**config.mk**
```make
export PLATFORM = sky130hd
export DESIGN_NAME = im_protocol_signature_classifier_top_flat
export DESIGN_NICKNAME = d
export VERILOG_FILES = /design/src/design/ipsc_pkg.sv /design/src/design/ipsc_if.sv /design/src/design/ipsc_capture.sv /design/src/design/ipsc_rules.sv /design/src/design/im_protocol_signature_classifier_top.sv /design/src/flat_wrapper.sv
export SDC_FILE = /design/constraint.sdc
export NUM_CORES = 1
export LEC_CHECK = 0
export BUFFER_PORTS_ARGS = -buffer_cell sky130_fd_sc_hd__buf_2
export CORE_UTILIZATION = 61
export DETAILED_ROUTE_END_ITERATION = 7
export MAX_ROUTING_LAYER = met4
export PLACE_DENSITY = 0.86
export SLEW_MARGIN = 20
export SYNTH_ARGS = -nofsm -noshare
export SYNTH_HDL_FRONTEND = slang
export SYNTH_SLANG_ARGS = --single-unit
```
**constraint.sdc**
```tcl
create_clock -name clk -period 10.9 [get_ports clk]
set_clock_uncertainty 0.15 [all_clocks]
set_input_delay 1.635 -clock clk [delete_from_list [all_inputs] [get_ports clk]]
set_output_delay 1.635 -clock clk [all_outputs]
set_load 0.1 [all_outputs]
```
**src/design/ipsc_pkg.sv**
```systemverilog
`timescale 1ns / 1ps
// Package: shared types, codes and signature tables for the classifier.
package ipsc_pkg;

    localparam int HEAD_DEPTH = 17;

    typedef enum logic [1:0] {
        VERDICT_UNDECIDED = 2'd0,
        VERDICT_REAL      = 2'd1,
        VERDICT_CORREL    = 2'd2,
        VERDICT_EXCLUDED  = 2'd3
    } verdict_t;

    typedef enum logic {
        REG_SPECIAL_PORT = 1'b0,
        REG_GRACE        = 1'b1
    } reg_index_t;

    localparam logic [15:0] SPECIAL_PORT_RESET = 16'd9000;
    localparam logic [7:0]  GRACE_RESET        = 8'd5;

    // one input transaction
    typedef struct packed {
        logic [7:0]  data_byte;
        logic        byte_last;
        logic [15:0] payload_len;
        logic        is_tcp;
        logic [15:0] src_port;
        logic [15:0] dst_port;
        logic [2:0]  stage_in;
        logic [15:0] next_len_in;
        logic [7:0]  packets_seen;
        logic        http_excluded;
    } item_t;

    // snapshot of a finished packet, ready for rule evaluation
    typedef struct packed {
        logic [HEAD_DEPTH-1:0][7:0] head;
        logic [3:0][7:0]            tail;
        logic                       zero_short;
        logic                       zero_long;
        logic [15:0]                len;
        logic                       is_tcp;
        logic [15:0]                src_port;
        logic [15:0]                dst_port;
        logic [2:0]                 stage;
        logic [15:0]                next_len;
        logic [7:0]                 seen;
        logic                       http_excluded;
    } job_t;

    typedef struct packed {
        verdict_t    verdict;
        logic [2:0]  stage;
        logic [15:0] next_len;
    } result_t;

    typedef struct packed {
        logic [15:0] special_port;
        logic [7:0]  grace;
    } cfg_t;

    localparam logic [45:0][15:0] KNOWN_VERSIONS = {
        16'h0100, 16'h05a5, 16'h062e, 16'h06d5, 16'h072e, 16'h0801, 16'h087d, 16'h08d2,
        16'h0961, 16'h0a1d, 16'h0b07, 16'h0b2f, 16'h0b35, 16'h0b37, 16'h0c0b, 16'h0c0d,
        16'h0c21, 16'h0c49, 16'h0d05, 16'h0d51, 16'h0d55, 16'h0d61, 16'h0e1b, 16'h0e35,
        16'h0f15, 16'h0f4b, 16'h0f5f, 16'h1105, 16'h111b, 16'h111d, 16'h1131, 16'h113f,
        16'h115b, 16'h1203, 16'h1205, 16'h120b, 16'h1251, 16'h1412, 16'h1441, 16'h1501,
        16'h1549, 16'h163a, 16'h1801, 16'h180d, 16'h1c27, 16'h1e0d
    };

    localparam logic [10:0][15:0] UDP_TAGS = {
        16'h1549, 16'h1801, 16'h180d, 16'h0961, 16'h1501, 16'h0e35, 16'h113f, 16'h0b37,
        16'h1131, 16'h163a, 16'h1e0d
    };

    localparam logic [11:0][15:0] KNOWN_CMDS = {
        16'h0091, 16'h00ba, 16'h00dd, 16'h00e5, 16'h00a4, 16'h0030, 16'h001d, 16'h0001,
        16'h0062, 16'h0002, 16'h0022, 16'h0029
    };

    // element 13 holds the first character
    localparam logic [13:0][7:0] GET_PREFIX = "GET /qqfile/qq";

endpackage

```
**src/design/ipsc_if.sv**
```systemverilog
`timescale 1ns / 1ps
// Interfaces: input byte channel and result channel.
interface ipsc_in_if;
    logic        valid;
    logic        ready;
    logic [7:0]  data_byte;
    logic        byte_last;
    logic [15:0] payload_len;
    logic        is_tcp;
    logic [15:0] src_port;
    logic [15:0] dst_port;
    logic [2:0]  stage_in;
    logic [15:0] next_len_in;
    logic [7:0]  packets_seen;
    logic        http_excluded;

    modport source (
        output valid, data_byte, byte_last, payload_len, is_tcp, src_port, dst_port,
               stage_in, next_len_in, packets_seen, http_excluded,
        input  ready
    );
    modport sink (
        input  valid, data_byte, byte_last, payload_len, is_tcp, src_port, dst_port,
               stage_in, next_len_in, packets_seen, http_excluded,
        output ready
    );
endinterface

interface ipsc_out_if;
    logic        valid;
    logic        ready;
    logic [1:0]  verdict;
    logic [2:0]  stage_out;
    logic [15:0] next_len_out;

    modport source (output valid, verdict, stage_out, next_len_out, input ready);
    modport sink (input valid, verdict, stage_out, next_len_out, output ready);
endinterface

```
**src/design/ipsc_capture.sv**
```systemverilog
`timescale 1ns / 1ps
// Capture: per-packet byte history and the registered snapshot of a finished packet.
module ipsc_capture (
    input  logic           clk,
    input  logic           rst_n,
    input  logic           accept,
    input  ipsc_pkg::item_t item,
    output ipsc_pkg::job_t  job
);
    import ipsc_pkg::*;

    logic [HEAD_DEPTH-1:0][7:0] head_reg, head_next;
    logic [3:0][7:0]            tail_reg, tail_next;
    logic [15:0]                pos_reg, pos_next;
    logic                       zs_reg, zs_next, zl_reg, zl_next;
    job_t                       job_reg;

    always_comb
    begin
        head_next = head_reg;
        if (pos_reg < 16'(HEAD_DEPTH))
        begin
            head_next[pos_reg[4:0]] = item.data_byte;
        end
        tail_next = {tail_reg[2:0], item.data_byte};
        zs_next   = zs_reg && !(item.data_byte != 8'd0 && pos_reg >= 16'd8 && pos_reg <= 16'd81);
        zl_next   = zl_reg && !(item.data_byte != 8'd0 && pos_reg <= 16'd199);
        pos_next  = (pos_reg != 16'hffff) ? pos_reg + 16'd1 : pos_reg;
    end

    always_ff @(posedge clk or negedge rst_n)
    begin
        if (!rst_n)
        begin
            tail_reg <= '0;
            pos_reg  <= '0;
            zs_reg   <= 1'b1;
            zl_reg   <= 1'b1;
        end
        else if (accept)
        begin
            tail_reg <= tail_next;
            // restart the byte count at the end of a packet
            pos_reg  <= item.byte_last ? 16'd0 : pos_next;
            zs_reg   <= item.byte_last ? 1'b1 : zs_next;
            zl_reg   <= item.byte_last ? 1'b1 : zl_next;
        end
    end

    always_ff @(posedge clk)
    begin
        if (accept)
        begin
            head_reg <= head_next;
        end
        if (accept && item.byte_last)
        begin
            job_reg.head          <= head_next;
            job_reg.tail          <= tail_next;
            job_reg.zero_short    <= zs_next;
            job_reg.zero_long     <= zl_next;
            job_reg.len           <= item.payload_len;
            job_reg.is_tcp        <= item.is_tcp;
            job_reg.src_port      <= item.src_port;
            job_reg.dst_port      <= item.dst_port;
            job_reg.stage         <= item.stage_in;
            job_reg.next_len      <= item.next_len_in;
            job_reg.seen          <= item.packets_seen;
            job_reg.http_excluded <= item.http_excluded;
        end
    end

    assign job = job_reg;

`ifndef SYNTHESIS
    a_pos_restart: assert property (@(posedge clk) disable iff (!rst_n)
        accept && item.byte_last |=> pos_reg == 16'd0 && zs_reg && zl_reg)
        else $error("position not restarted after last byte");
    a_pos_step: assert property (@(posedge clk) disable iff (!rst_n)
        accept && !item.byte_last && pos_reg != 16'hffff |=> pos_reg == $past(pos_reg) + 16'd1)
        else $error("position did not advance");
    a_flag_sticky: assert property (@(posedge clk) disable iff (!rst_n)
        !accept && !zl_reg |=> !zl_reg)
        else $error("long zero flag set without a packet end");
`endif
endmodule

```
**src/design/ipsc_rules.sv**
```systemverilog
`timescale 1ns / 1ps
// Rules: signature evaluation of a captured packet.
module ipsc_rules (
    input  ipsc_pkg::job_t    job,
    input  ipsc_pkg::cfg_t    cfg,
    output ipsc_pkg::result_t result
);
    import ipsc_pkg::*;

    function automatic logic is_ver(input logic [15:0] v);
        logic hit;
        hit = 1'b0;
        for (int k = 0; k < 46; k++)
        begin
            hit = hit | (v == KNOWN_VERSIONS[k]);
        end
        return hit;
    endfunction

    function automatic logic is_cmd(input logic [15:0] v);
        logic hit;
        hit = 1'b0;
        for (int k = 0; k < 12; k++)
        begin
            hit = hit | (v == KNOWN_CMDS[k]);
        end
        return hit;
    endfunction

    function automatic logic is_tag(input logic [15:0] v);
        logic hit;
        hit = 1'b0;
        for (int k = 0; k < 11; k++)
        begin
            hit = hit | (v == UDP_TAGS[k]);
        end
        return hit;
    endfunction

    function automatic result_t bump(input logic [2:0] st, input logic [15:0] nl);
        result_t r;
        r.stage    = (st != 3'd7) ? st + 3'd1 : st;
        r.verdict  = (r.stage == 3'd3) ? VERDICT_REAL : VERDICT_UNDECIDED;
        r.next_len = nl;
        return r;
    endfunction

    logic [HEAD_DEPTH-1:0][7:0] h;
    logic [15:0] len, w0, w1, w2, w3, w4, w5;
    logic [31:0] d0, d2, d4, d8, d11, d12, tail32;
    logic [7:0]  lb;
    logic        t3, len8, vm_u, vm_t, ft, tag04, udp_hit, tcp_first, tcp_hit;
    logic        f5f, get_hit, mail_hit;

    always_comb
    begin
        h    = job.head;
        len  = job.len;
        lb   = job.tail[0];
        t3   = lb == 8'h03;
        w0   = {h[0], h[1]};
        w1   = {h[1], h[2]};
        w2   = {h[2], h[3]};
        w3   = {h[3], h[4]};
        w4   = {h[4], h[5]};
        w5   = {h[5], h[6]};
        d0   = {h[0], h[1], h[2], h[3]};
        d2   = {h[2], h[3], h[4], h[5]};
        d4   = {h[4], h[5], h[6], h[7]};
        d8   = {h[8], h[9], h[10], h[11]};
        d11  = {h[11], h[12], h[13], h[14]};
        d12  = {h[12], h[13], h[14], h[15]};
        tail32 = job.tail;
        // a one-byte length field matches only short packets
        len8 = (len[15:8] == 8'd0) && (h[4] == len[7:0]);

        vm_u = len >= 16'd9 && h[0] == 8'h02 && t3 && is_ver(w1) && is_cmd(w3);
        vm_t = len >= 16'd9 && w0 == len && h[2] == 8'h02 && t3 && is_ver(w3) && is_cmd(w5);
        ft   = len >= 16'd9 && is_ver(w1) &&
               ((h[0] == 8'h04 && w3 == len && t3) ||
                (h[0] == 8'h00 && len == 16'd84 && lb == 8'h0c));
        tag04 = len > 16'd2 && h[0] == 8'h04 && t3 &&
                ((w1 == 16'h1549 || w1 == 16'h1801 || w1 == 16'h0961) ||
                 (len > 16'd16 && (w1 == 16'h180d || w1 == 16'h096d) &&
                  d12 == 32'h28000000 && w3 == len));

        udp_hit =
            (len == 16'd27 && w0 == 16'h0300 && h[2] == 8'h01) ||
            (len == 16'd84 && ((w0 == 16'h000e && h[2] == 8'h35) ||
                               (w0 == 16'h0015 && h[2] == 8'h01) ||
                               (w0 == 16'h000b && h[2] == 8'h37) ||
                               (w0 == 16'h0015 && h[2] == 8'h49))) ||
            (len > 16'd10 && ((w0 == 16'h000b && h[2] == 8'h37) ||
                              (d0 == 32'h04163a00 && t3 && len8))) ||
            (len > 16'd2 && (h[0] == 8'h02 || h[0] == 8'h04) && t3 && is_tag(w1)) ||
            (len == 16'd84 && (h[0] == 8'h00 || h[0] == 8'h03) && is_tag(w1)) ||
            tag04 ||
            (len > 16'd2 && (h[0] == 8'h06 || h[0] == 8'h02) && w1 == 16'h0100 &&
             (lb == 8'h00 || t3)) ||
            (len > 16'd5 && w0 == 16'h0203 && w2 == len && w4 == 16'h0b0b) ||
            ((job.dst_port == cfg.special_port || job.src_port == cfg.special_port) &&
             len > 16'd3 && w0 == 16'h0202 && w2 == len);

        tcp_first = len == 16'd39 && d0 == 32'h27000000 && w4 == 16'h0014 &&
                    d11 != 32'd0 && job.tail[1] == 8'd0 && job.tail[0] == 8'd0;

        tcp_hit =
            (len > 16'd4 && w0 == len && w2 == 16'h0212 && h[4] == 8'h0b) ||
            (len > 16'd6 && h[0] == 8'h02 && t3 && w1 == len &&
             (w3 == 16'h0605 || w3 == 16'h0608) && h[5] == 8'h00) ||
            (len > 16'd9 && d0 == 32'h04154900 && {h[5], h[4]} == len && t3) ||
            (len > 16'd9 && d0 == 32'h040e3500 && {h[5], h[4]} == len &&
             h[9] == 8'h33 && t3) ||
            (len > 16'd9 && d0 == 32'h040e0215 && {h[5], h[4]} == len &&
             h[9] == 8'h33 && t3) ||
            (len > 16'd6 && d2 == 32'h020d5500 && w0 == len && t3) ||
            (len > 16'd6 && w0 == 16'h0418 && h[2] == 8'h01 && w3 == len && t3) ||
            (len > 16'd6 && w0 == 16'h0411 && h[2] == 8'h31 && w3 == len && t3) ||
            (len > 16'd6 && w0 == len && w2 == 16'h0211 && h[4] == 8'h31 && t3) ||
            (len > 16'd6 && w0 == len && w2 == 16'h0218 && h[4] == 8'h01 && t3) ||
            (len > 16'd10 && d0 == 32'h04163a00 && t3 && len8) ||
            vm_t || ft;

        f5f = len > 16'd5 && t3 &&
              (({1'b0, job.next_len} == {1'b0, len} + 17'd2 && h[0] == 8'h02 &&
                w1 == 16'h0f5f) ||
               (w0 == len && h[2] == 8'h02 && w3 == 16'h0f5f));

        get_hit = len > 16'd100;
        for (int k = 0; k < 14; k++)
        begin
            get_hit = get_hit & (h[k] == GET_PREFIX[13-k]);
        end

        mail_hit = job.stage == 3'd0 &&
            ((len == 16'd82 && d0 == 32'h0000004e && d4 == 32'h01010000 && job.zero_short) ||
             (len == 16'd182 && d0 == 32'h000000b2 && d4 == 32'h01020000 &&
              d8 == 32'h04015151 && d12 == 32'h4d61696c) ||
             (len == 16'd204 && job.zero_long && tail32 == 32'hfbffffff));

        result.stage    = job.stage;
        result.next_len = job.next_len;
        result.verdict  = VERDICT_UNDECIDED;
        if (!job.is_tcp)
        begin
            if ((job.stage <= 3'd3 && udp_hit) || vm_u || ft)
            begin
                result = bump(job.stage, job.next_len);
            end
            else
            begin
                result.verdict = (job.stage != 3'd0 && job.seen <= cfg.grace) ?
                                 VERDICT_UNDECIDED : VERDICT_EXCLUDED;
            end
        end
        else if (tcp_first)
        begin
            if (job.stage == 3'd4)
            begin
                result.verdict = VERDICT_REAL;
            end
            else
            begin
                result.stage = 3'd4;
            end
        end
        else if (tcp_hit)
        begin
            result = bump(job.stage, job.next_len);
        end
        else if (len == 16'd2)
        begin
            result.next_len = w0;
        end
        else if (f5f || tag04)
        begin
            result = bump(job.stage, job.next_len);
        end
        else if (get_hit)
        begin
            result.verdict = VERDICT_CORREL;
        end
        else if (mail_hit)
        begin
            result.verdict = VERDICT_REAL;
        end
        else
        begin
            result.verdict = job.http_excluded ? VERDICT_EXCLUDED : VERDICT_UNDECIDED;
        end
    end
endmodule

```
**src/design/im_protocol_signature_classifier_top.sv**
```systemverilog
`timescale 1ns / 1ps
// Top level: classifier with APB register port, capture, rules and result register.
//
// Payload bytes stream in one transaction per cycle while the input is ready,
// offset zero first. Each byte updates the packet history (first 17 bytes,
// last 4 bytes, position, zero-run flags); the byte marked last also loads a
// packet snapshot register. The rules evaluate that snapshot combinationally
// into the result register; one packet per cycle is sustained while the
// output is not stalled. The input stays ready while a result waits as long
// as the snapshot register can move on; ready drops only when both the
// snapshot and result registers are full and the result is stalled.
// Bytes not marked last never produce a result. Registers: 0x0 special UDP
// port (16 bits, reset 9000), 0x4 grace packet count (8 bits, reset 5); write
// them only while no packet is in flight.
module im_protocol_signature_classifier_top (
    input  logic              clk,
    input  logic              rst_n,
    ipsc_in_if.sink           in_ch,
    ipsc_out_if.source        out_ch,
    input  logic              psel,
    input  logic              penable,
    input  logic              pwrite,
    input  logic [2:0]        paddr,
    input  logic [31:0]       pwdata,
    output logic [31:0]       prdata,
    output logic              pready
);
    import ipsc_pkg::*;

    cfg_t    cfg_reg;
    item_t   item;
    job_t    job;
    result_t rule_res, res_reg;
    logic    job_valid_reg, job_valid_next;
    logic    out_valid_reg, out_valid_next;
    logic    out_free, job_adv, in_accept;
    reg_index_t wr_index;

    // APB: no wait states (pready tied high), register chosen by address bit 2
    assign pready   = 1'b1;
    assign wr_index = reg_index_t'(paddr[2]);

    always_ff @(posedge clk or negedge rst_n)
    begin
        if (!rst_n)
        begin
            cfg_reg.special_port <= SPECIAL_PORT_RESET;
            cfg_reg.grace        <= GRACE_RESET;
        end
        else if (psel && penable && pwrite)
        begin
            case (wr_index)
                REG_SPECIAL_PORT: cfg_reg.special_port <= pwdata[15:0];
                REG_GRACE:        cfg_reg.grace        <= pwdata[7:0];
                default:          cfg_reg              <= cfg_reg;
            endcase
        end
    end

    always_comb
    begin
        case (wr_index)
            REG_SPECIAL_PORT: prdata = {16'd0, cfg_reg.special_port};
            REG_GRACE:        prdata = {24'd0, cfg_reg.grace};
            default:          prdata = '0;
        endcase
    end

    // gather the input transaction
    always_comb
    begin
        item.data_byte     = in_ch.data_byte;
        item.byte_last     = in_ch.byte_last;
        item.payload_len   = in_ch.payload_len;
        item.is_tcp        = in_ch.is_tcp;
        item.src_port      = in_ch.src_port;
        item.dst_port      = in_ch.dst_port;
        item.stage_in      = in_ch.stage_in;
        item.next_len_in   = in_ch.next_len_in;
        item.packets_seen  = in_ch.packets_seen;
        item.http_excluded = in_ch.http_excluded;
    end

    // result slot frees when empty or being taken; snapshot advances into it
    assign out_free    = !out_valid_reg || out_ch.ready;
    assign job_adv     = job_valid_reg && out_free;
    assign in_ch.ready = !job_valid_reg || out_free;
    assign in_accept   = in_ch.valid && in_ch.ready;

    ipsc_capture u_capture (
        .clk    (clk),
        .rst_n  (rst_n),
        .accept (in_accept),
        .item   (item),
        .job    (job)
    );

    ipsc_rules u_rules (
        .job    (job),
        .cfg    (cfg_reg),
        .result (rule_res)
    );

    always_comb
    begin
        job_valid_next = job_valid_reg;
        if (in_accept && item.byte_last)
        begin
            job_valid_next = 1'b1;
        end
        else if (job_adv)
        begin
            job_valid_next = 1'b0;
        end
        out_valid_next = job_adv ? 1'b1 : (out_ch.ready ? 1'b0 : out_valid_reg);
    end

    always_ff @(posedge clk or negedge rst_n)
    begin
        if (!rst_n)
        begin
            job_valid_reg <= 1'b0;
            out_valid_reg <= 1'b0;
        end
        else
        begin
            job_valid_reg <= job_valid_next;
            out_valid_reg <= out_valid_next;
        end
    end

    // load the verdict when the snapshot moves on; hold it otherwise
    always_ff @(posedge clk)
    begin
        if (job_adv)
        begin
            res_reg <= rule_res;
        end
    end

    assign out_ch.valid        = out_valid_reg;
    assign out_ch.verdict      = res_reg.verdict;
    assign out_ch.stage_out    = res_reg.stage;
    assign out_ch.next_len_out = res_reg.next_len;

`ifndef SYNTHESIS
    a_job_held: assert property (@(posedge clk) disable iff (!rst_n)
        job_valid_reg && !out_free |=> job_valid_reg)
        else $error("packet snapshot dropped while result stalled");
    a_job_to_out: assert property (@(posedge clk) disable iff (!rst_n)
        job_adv |=> out_valid_reg)
        else $error("snapshot advanced without a result");
    a_last_loads: assert property (@(posedge clk) disable iff (!rst_n)
        in_accept && in_ch.byte_last |=> job_valid_reg)
        else $error("last byte did not load a snapshot");
    a_ready_empty: assert property (@(posedge clk) disable iff (!rst_n)
        !job_valid_reg |-> in_ch.ready)
        else $error("input stalled with empty snapshot register");
`endif
endmodule
```
**src/flat_wrapper.sv**
```systemverilog
// flat-port wrapper written by rule: the top's interface ports become plain ports
module im_protocol_signature_classifier_top_flat import ipsc_pkg::*;
  (clk, rst_n, psel, penable, pwrite, paddr, pwdata, prdata, pready, in_ch_valid, in_ch_data_byte, in_ch_byte_last, in_ch_payload_len, in_ch_is_tcp, in_ch_src_port, in_ch_dst_port, in_ch_stage_in, in_ch_next_len_in, in_ch_packets_seen, in_ch_http_excluded, in_ch_ready, out_ch_valid, out_ch_verdict, out_ch_stage_out, out_ch_next_len_out, out_ch_ready);
  ipsc_in_if in_ch_i ();
  ipsc_out_if out_ch_i ();
  input  logic clk;
  input  logic rst_n;
  input  logic psel;
  input  logic penable;
  input  logic pwrite;
  input  logic [2:0] paddr;
  input  logic [31:0] pwdata;
  output logic [31:0] prdata;
  output logic pready;
  input wire logic [$bits(in_ch_i.valid)-1:0] in_ch_valid;
  input wire logic [$bits(in_ch_i.data_byte)-1:0] in_ch_data_byte;
  input wire logic [$bits(in_ch_i.byte_last)-1:0] in_ch_byte_last;
  input wire logic [$bits(in_ch_i.payload_len)-1:0] in_ch_payload_len;
  input wire logic [$bits(in_ch_i.is_tcp)-1:0] in_ch_is_tcp;
  input wire logic [$bits(in_ch_i.src_port)-1:0] in_ch_src_port;
  input wire logic [$bits(in_ch_i.dst_port)-1:0] in_ch_dst_port;
  input wire logic [$bits(in_ch_i.stage_in)-1:0] in_ch_stage_in;
  input wire logic [$bits(in_ch_i.next_len_in)-1:0] in_ch_next_len_in;
  input wire logic [$bits(in_ch_i.packets_seen)-1:0] in_ch_packets_seen;
  input wire logic [$bits(in_ch_i.http_excluded)-1:0] in_ch_http_excluded;
  output wire logic [$bits(in_ch_i.ready)-1:0] in_ch_ready;
  output wire logic [$bits(out_ch_i.valid)-1:0] out_ch_valid;
  output wire logic [$bits(out_ch_i.verdict)-1:0] out_ch_verdict;
  output wire logic [$bits(out_ch_i.stage_out)-1:0] out_ch_stage_out;
  output wire logic [$bits(out_ch_i.next_len_out)-1:0] out_ch_next_len_out;
  input wire logic [$bits(out_ch_i.ready)-1:0] out_ch_ready;
  assign in_ch_i.valid = in_ch_valid;
  assign in_ch_i.data_byte = in_ch_data_byte;
  assign in_ch_i.byte_last = in_ch_byte_last;
  assign in_ch_i.payload_len = in_ch_payload_len;
  assign in_ch_i.is_tcp = in_ch_is_tcp;
  assign in_ch_i.src_port = in_ch_src_port;
  assign in_ch_i.dst_port = in_ch_dst_port;
  assign in_ch_i.stage_in = in_ch_stage_in;
  assign in_ch_i.next_len_in = in_ch_next_len_in;
  assign in_ch_i.packets_seen = in_ch_packets_seen;
  assign in_ch_i.http_excluded = in_ch_http_excluded;
  assign in_ch_ready = in_ch_i.ready;
  assign out_ch_valid = out_ch_i.valid;
  assign out_ch_verdict = out_ch_i.verdict;
  assign out_ch_stage_out = out_ch_i.stage_out;
  assign out_ch_next_len_out = out_ch_i.next_len_out;
  assign out_ch_i.ready = out_ch_ready;
  im_protocol_signature_classifier_top u_core (.clk(clk), .rst_n(rst_n), .in_ch(in_ch_i), .out_ch(out_ch_i), .psel(psel), .penable(penable), .pwrite(pwrite), .paddr(paddr), .pwdata(pwdata), .prdata(prdata), .pready(pready));
endmodule
```
# == Word level (Yosys, flattened, before mapping) ==
# Index checks and enable logic that the tools add are counted.
# totals
reg_bits,464
in_bits,128
word_cells,628
# classes
n_mux,31
addsub,3
bitwise_logic,137
n_eq_ne,196
n_reduce_logical,183
n_lt_le_gt_ge,18
# ops
cell,count
16-bit by 12-bit == test with 1-bit output (second input constant),46
16-bit by 13-bit == test with 1-bit output (second input constant),38
16-bit by 11-bit == test with 1-bit output (second input constant),12
16-bit by 8-bit == test with 1-bit output (second input constant),12
32-bit by 27-bit == test with 1-bit output (second input constant),5
136-bit bitwise mux,1
128-bit two-way mux,1
1-bit OR,122
1-bit logical AND,120
16-bit == test,7
16-bit by 6-bit == test with 1-bit output (second input constant),7
16-bit by 10-bit == test with 1-bit output (second input constant),6
8-bit by 7-bit == test with 1-bit output (second input constant),12
16-bit by 5-bit == test with 1-bit output (second input constant),5
16-bit by 7-bit == test with 1-bit output (second input constant),4
32-bit by 25-bit == test with 1-bit output (second input constant),2
32-bit by 30-bit == test with 1-bit output (second input constant),2
8-bit by 6-bit == test with 1-bit output (second input constant),8
16-bit two-way mux,4
32-bit one-hot mux with 2 select lines,1
16-bit by 2-bit == test with 1-bit output (second input constant),3
16-bit by 3-bit greater-than comparator with 1-bit output (second input constant),3
1-bit logical OR,43
21-bit two-way mux,2
other kinds (50),102

# == Depth between registers and ports, before layout ==
# logic_depth
word_depth,53
mapped_depth,15

# == Modules after synthesis ==
# Synthesis repeated with hierarchy kept, for this count alone.
# hier_totals
hier_cells,1884
area_unflattened_um2,24234.5
# modules_own_cells
module,seq_area_each_um2,instances,cells_each,area_per_inst_um2
ipsc_capture,12554.5,1,747,15419.8
ipsc_rules,0.0,1,1019,6837.8
im_protocol_signature_classifier_top,1290.0,1,118,1976.9

# == Least setup slack after synthesis ==
# Ideal clock, no wire load.
# synth_timing
kind,input port to flip-flop
start,input port out_ch_ready
end,"register u_core.u_capture.job_reg (netlist bit u_core.u_capture.job[0]), enable pin"
setup_time_ns,0.696
cell_stages,7
arrival_time_ns,9.797
setup_slack_ns,0.257
path_cell_list,nand3b_1 -> nand2_1 -> clkbuf_1 -> clkinv_1 -> nand2_1 -> inv_1 -> clkbuf_1
# synth_between
elab_chain_len,4
# synth_lines
element,line_no,text
from (decl),flat_wrapper.sv:31,input wire logic [$bits(out_ch_i.ready)-1:0] out_ch_ready;
1-bit logical OR,im_protocol_signature_classifier_top.sv:85,assign out_free = !out_valid_reg || out_ch.ready;
1-bit logical OR,im_protocol_signature_classifier_top.sv:87,assign in_ch.ready = !job_valid_reg || out_free;
1-bit logical AND,im_protocol_signature_classifier_top.sv:88,assign in_accept = in_ch.valid && in_ch.ready;
1-bit logical AND,ipsc_capture.sv:56,if (accept && item.byte_last)
to (decl),ipsc_capture.sv:16,job_t job_reg;
# No other way between the ends.
# A chain may end at the register's enable or synchronous reset.

==> results.tsv <==
metric	value	unit
outcome	finished, final reports clean	
pwr-share-seq	50.8	%
final_cell_mix	edfxtp_1, nand2_1, mux2_2, buf_2, xnor2_1	
timing.rr.start	u_core.u_capture.job[130]	
max-slew-margin-rel	21.33	%
antenna_found_initial	5	
syn2layout_area_growth	10.31	%
yosys_warnings	0	
multi_input_area	9173	µm²
fin_nets	2136	
cts.sinks	456	
synth-seq-area-share	57.40	%
finalPower	4.384	mW
drv_cap	0	
layout_commonest_cell	edfxtp_1	
leakagePower	8.885	nW
synth_edf_count	388	
clk_path_buf_depth	3	
cts_tree	done	
swShare	27.75	%
postRouteAntennaNets	0	
finalSetupTns	0	ns
internal-power	3.167	mW
rows	71	
endpoint_kind	flip-flop	
num_vias	17390	
clkTransAtPathRegs	0.06	ns
ys_seq_elements	456	
rsz0062_at_grt	false	
track_usage	36.13	%
core-area	37580	µm²
viasPerCell	6.844	
fin_util	68.34	%
start_kind	flip-flop	
max_freq	194.5	MHz
required	11.07	ns
start_util	61.96	%
clock_latency	0.58	ns
clock-root-buffer	clkbuf_16	
syn_area	23280	µm²
drive_above_1_share	22.47	%
p_sw	1.217	mW
power.share.combinational	13.8	%
largest_reg_flops	239	
slew_viol_final	0	
drt_iter0_markers	2052	
synthesis.instances	1903	
routed_wl	68060	µm
ctsHoldBuffers	0	
criticalPathCategory	flip-flop to flip-flop	
post_cts_buffers	0	
hold_viol_final	0	
die_h	197.4	µm
reg2regPathDepth	9	
finalSetupViolations	0	
wl_per_cell	26.79	µm
seqCellArea	13360	µm²
place.gp.congestion	1.063	
numCtsBuffers	45	
cellPowerDensity	170.7	nW/µm²
min-delay-start	u_core.u_capture.tail_next[31]	
critPathLaunch	u_core.u_capture.job[130]	
syn_avg_cell_area	12.23	µm²
first_global_vias	17100	
r2r-end	u_core.out_ch.next_len_out[6]	
cts-resized-gates	0	
post-route-period-util	47.16	%
grt_start_max_net_pins	109	
die_area	38950	µm²
rrSetupSlack	5.76	ns
post-route-min-period	5.140	ns
worstSetupEndpoint	u_core.out_ch.next_len_out[6]	
fillers	2508	
hpwl	44030	µm
pin_count	184	
synth_cell_type_count	84	
dr.pass1.iters	6	
peakVddDrop	171.1	µV
grt_pass1_wl	102100	µm
ys.flop_type	edfxtp_1	
drc_errors	0	
ys_async_sr_fraction	14.91	%
grt_overflow	0	
pwr-share-clk	35.4	%
cp_data_arrival_time	5.31	ns
die_w	197.4	µm
hp-class	flip-flop to flip-flop	
io_buffers	148	
path_max_fanout	25	
htree_levels	2	
worstMarginPinSlew	1.164	ns
-- power by group through the flow --
| stage | clock (mW) | sequential [mW] | combinational, mW |
|---|---|---|---|
| 4_1_cts | 1.56 | 2.22 | 0.598 |
| 5_1_grt | 1.62 | 2.23 | 0.638 |
| 3_3_place_gp | 0 | 2.24 | 0.567 |
| 6_report | 1.55 | 2.23 | 0.605 |
| 3_5_place_dp | 0 | 2.25 | 0.588 |
| 2_1_floorplan | 0 | 2.22 | 0.462 |
-- metrics by stage --
stage | cells | setup WS [ns] | hold slack (ns) | area (µm²)
after global routing | 2541 | 5.609 | 0.3045 | 25680
after detailed placement | 2455 | 5.730 | 0.2858 | 24210
after CTS | 2536 | 5.882 | 0.3012 | 25670
final | 2541 | 5.760 | 0.2988 | 25680
after floorplan | 1918 | 0.2569 | 0.2748 | 23340
after global placement | 2455 | 5.859 | 0.2791 | 24200
-- worst max-delay path, stage by stage, from the launching register on --
cell      delay (ns)
edfxtp_1        1.00
nor4bb_1        0.34
a22oi_2         0.32
o32ai_1         0.11
or4b_1          0.47
or4b_4          0.57
o311a_4         0.44
nor4b_4         0.26
and2b_1         0.78
mux2_2          0.43
-- cell type report --
cell class                      count  area share [%]
Multi-Input combinational cell   1288           35.72
Clock inverter                     18          0.7357
Tap cell                          511           2.490
Sequential cell                   456           52.04
Timing Repair Buffer              170           3.527
Inverter                           30          0.4872
Clock buffer                       63           4.960
Antenna cell                        5         0.04872
-- cells in the mapped netlist (14+ instances only) --
| cell | number | share of area, % |
|---|---|---|
| a21oi_1 | 27 | 0.58 |
| and2_1 | 14 | 0.38 |
| and3_1 | 15 | 0.40 |
| buf_1 | 16 | 0.26 |
| buf_2 | 21 | 0.45 |
| buf_4 | 22 | 0.71 |
| clkbuf_1 | 80 | 1.3 |
| dfrtp_1 | 59 | 6.3 |
| edfxtp_1 | 388 | 50 |
| ha_1 | 17 | 0.91 |
| inv_1 | 29 | 0.47 |
| mux2_2 | 168 | 8.1 |
| nand2_1 | 169 | 2.7 |
| nand2b_1 | 21 | 0.56 |
| nand3_1 | 58 | 1.2 |
| nand4_1 | 84 | 2.3 |
| nand4b_1 | 16 | 0.60 |
| nor2_1 | 85 | 1.4 |
| nor2b_1 | 37 | 0.99 |
| nor3_1 | 51 | 1.1 |
| nor4_1 | 71 | 1.9 |
| nor4b_1 | 23 | 0.87 |
| o21ai_0 | 34 | 0.73 |
| or3_1 | 16 | 0.43 |
| or4_1 | 21 | 0.68 |
| xnor2_1 | 95 | 3.6 |
| xor2_1 | 45 | 1.7 |
-- cells by family after synthesis --
kind of cell / Yosys count / synth area share, %
adder cells (fa/ha/maj): 17 / 0.9136
buffers and inverters: 174 / 3.472
XOR/XNOR: 140 / 5.267
other: 2 / 0.03226
flip-flops: 456 / 57.40
multiplexers: 182 / 8.943
AO/OA/AOI/OAI: 170 / 5.288
AND/OR/NAND/NOR: 762 / 18.68
-- per-layer routing --
| metal | up-vias | GRT usage (%) | wire, µm |
|---|---|---|---|
| met5 | - | - | 0 |
| met4 | 0 | 17.43 | 3370 |
| met3 | 249 | 6.351 | 6145 |
| met2 | 1176 | 58.12 | 33110 |
| met1 | 8550 | 44.44 | 25440 |
| li1 | 7415 | - | - |
-- worst min-delay path by stage --
stage                                           end  cells after the start
after CTS                 u_core.u_capture.job[103]                      0
after floorplan           u_core.u_capture.job[103]                      0
after global placement    u_core.u_capture.job[109]                      0
final                     u_core.u_capture.job[110]                      0
after detailed placement  u_core.u_capture.job[110]                      0
after global routing      u_core.u_capture.job[110]                      0
Note: power is estimated with default switching activity, not from simulation.
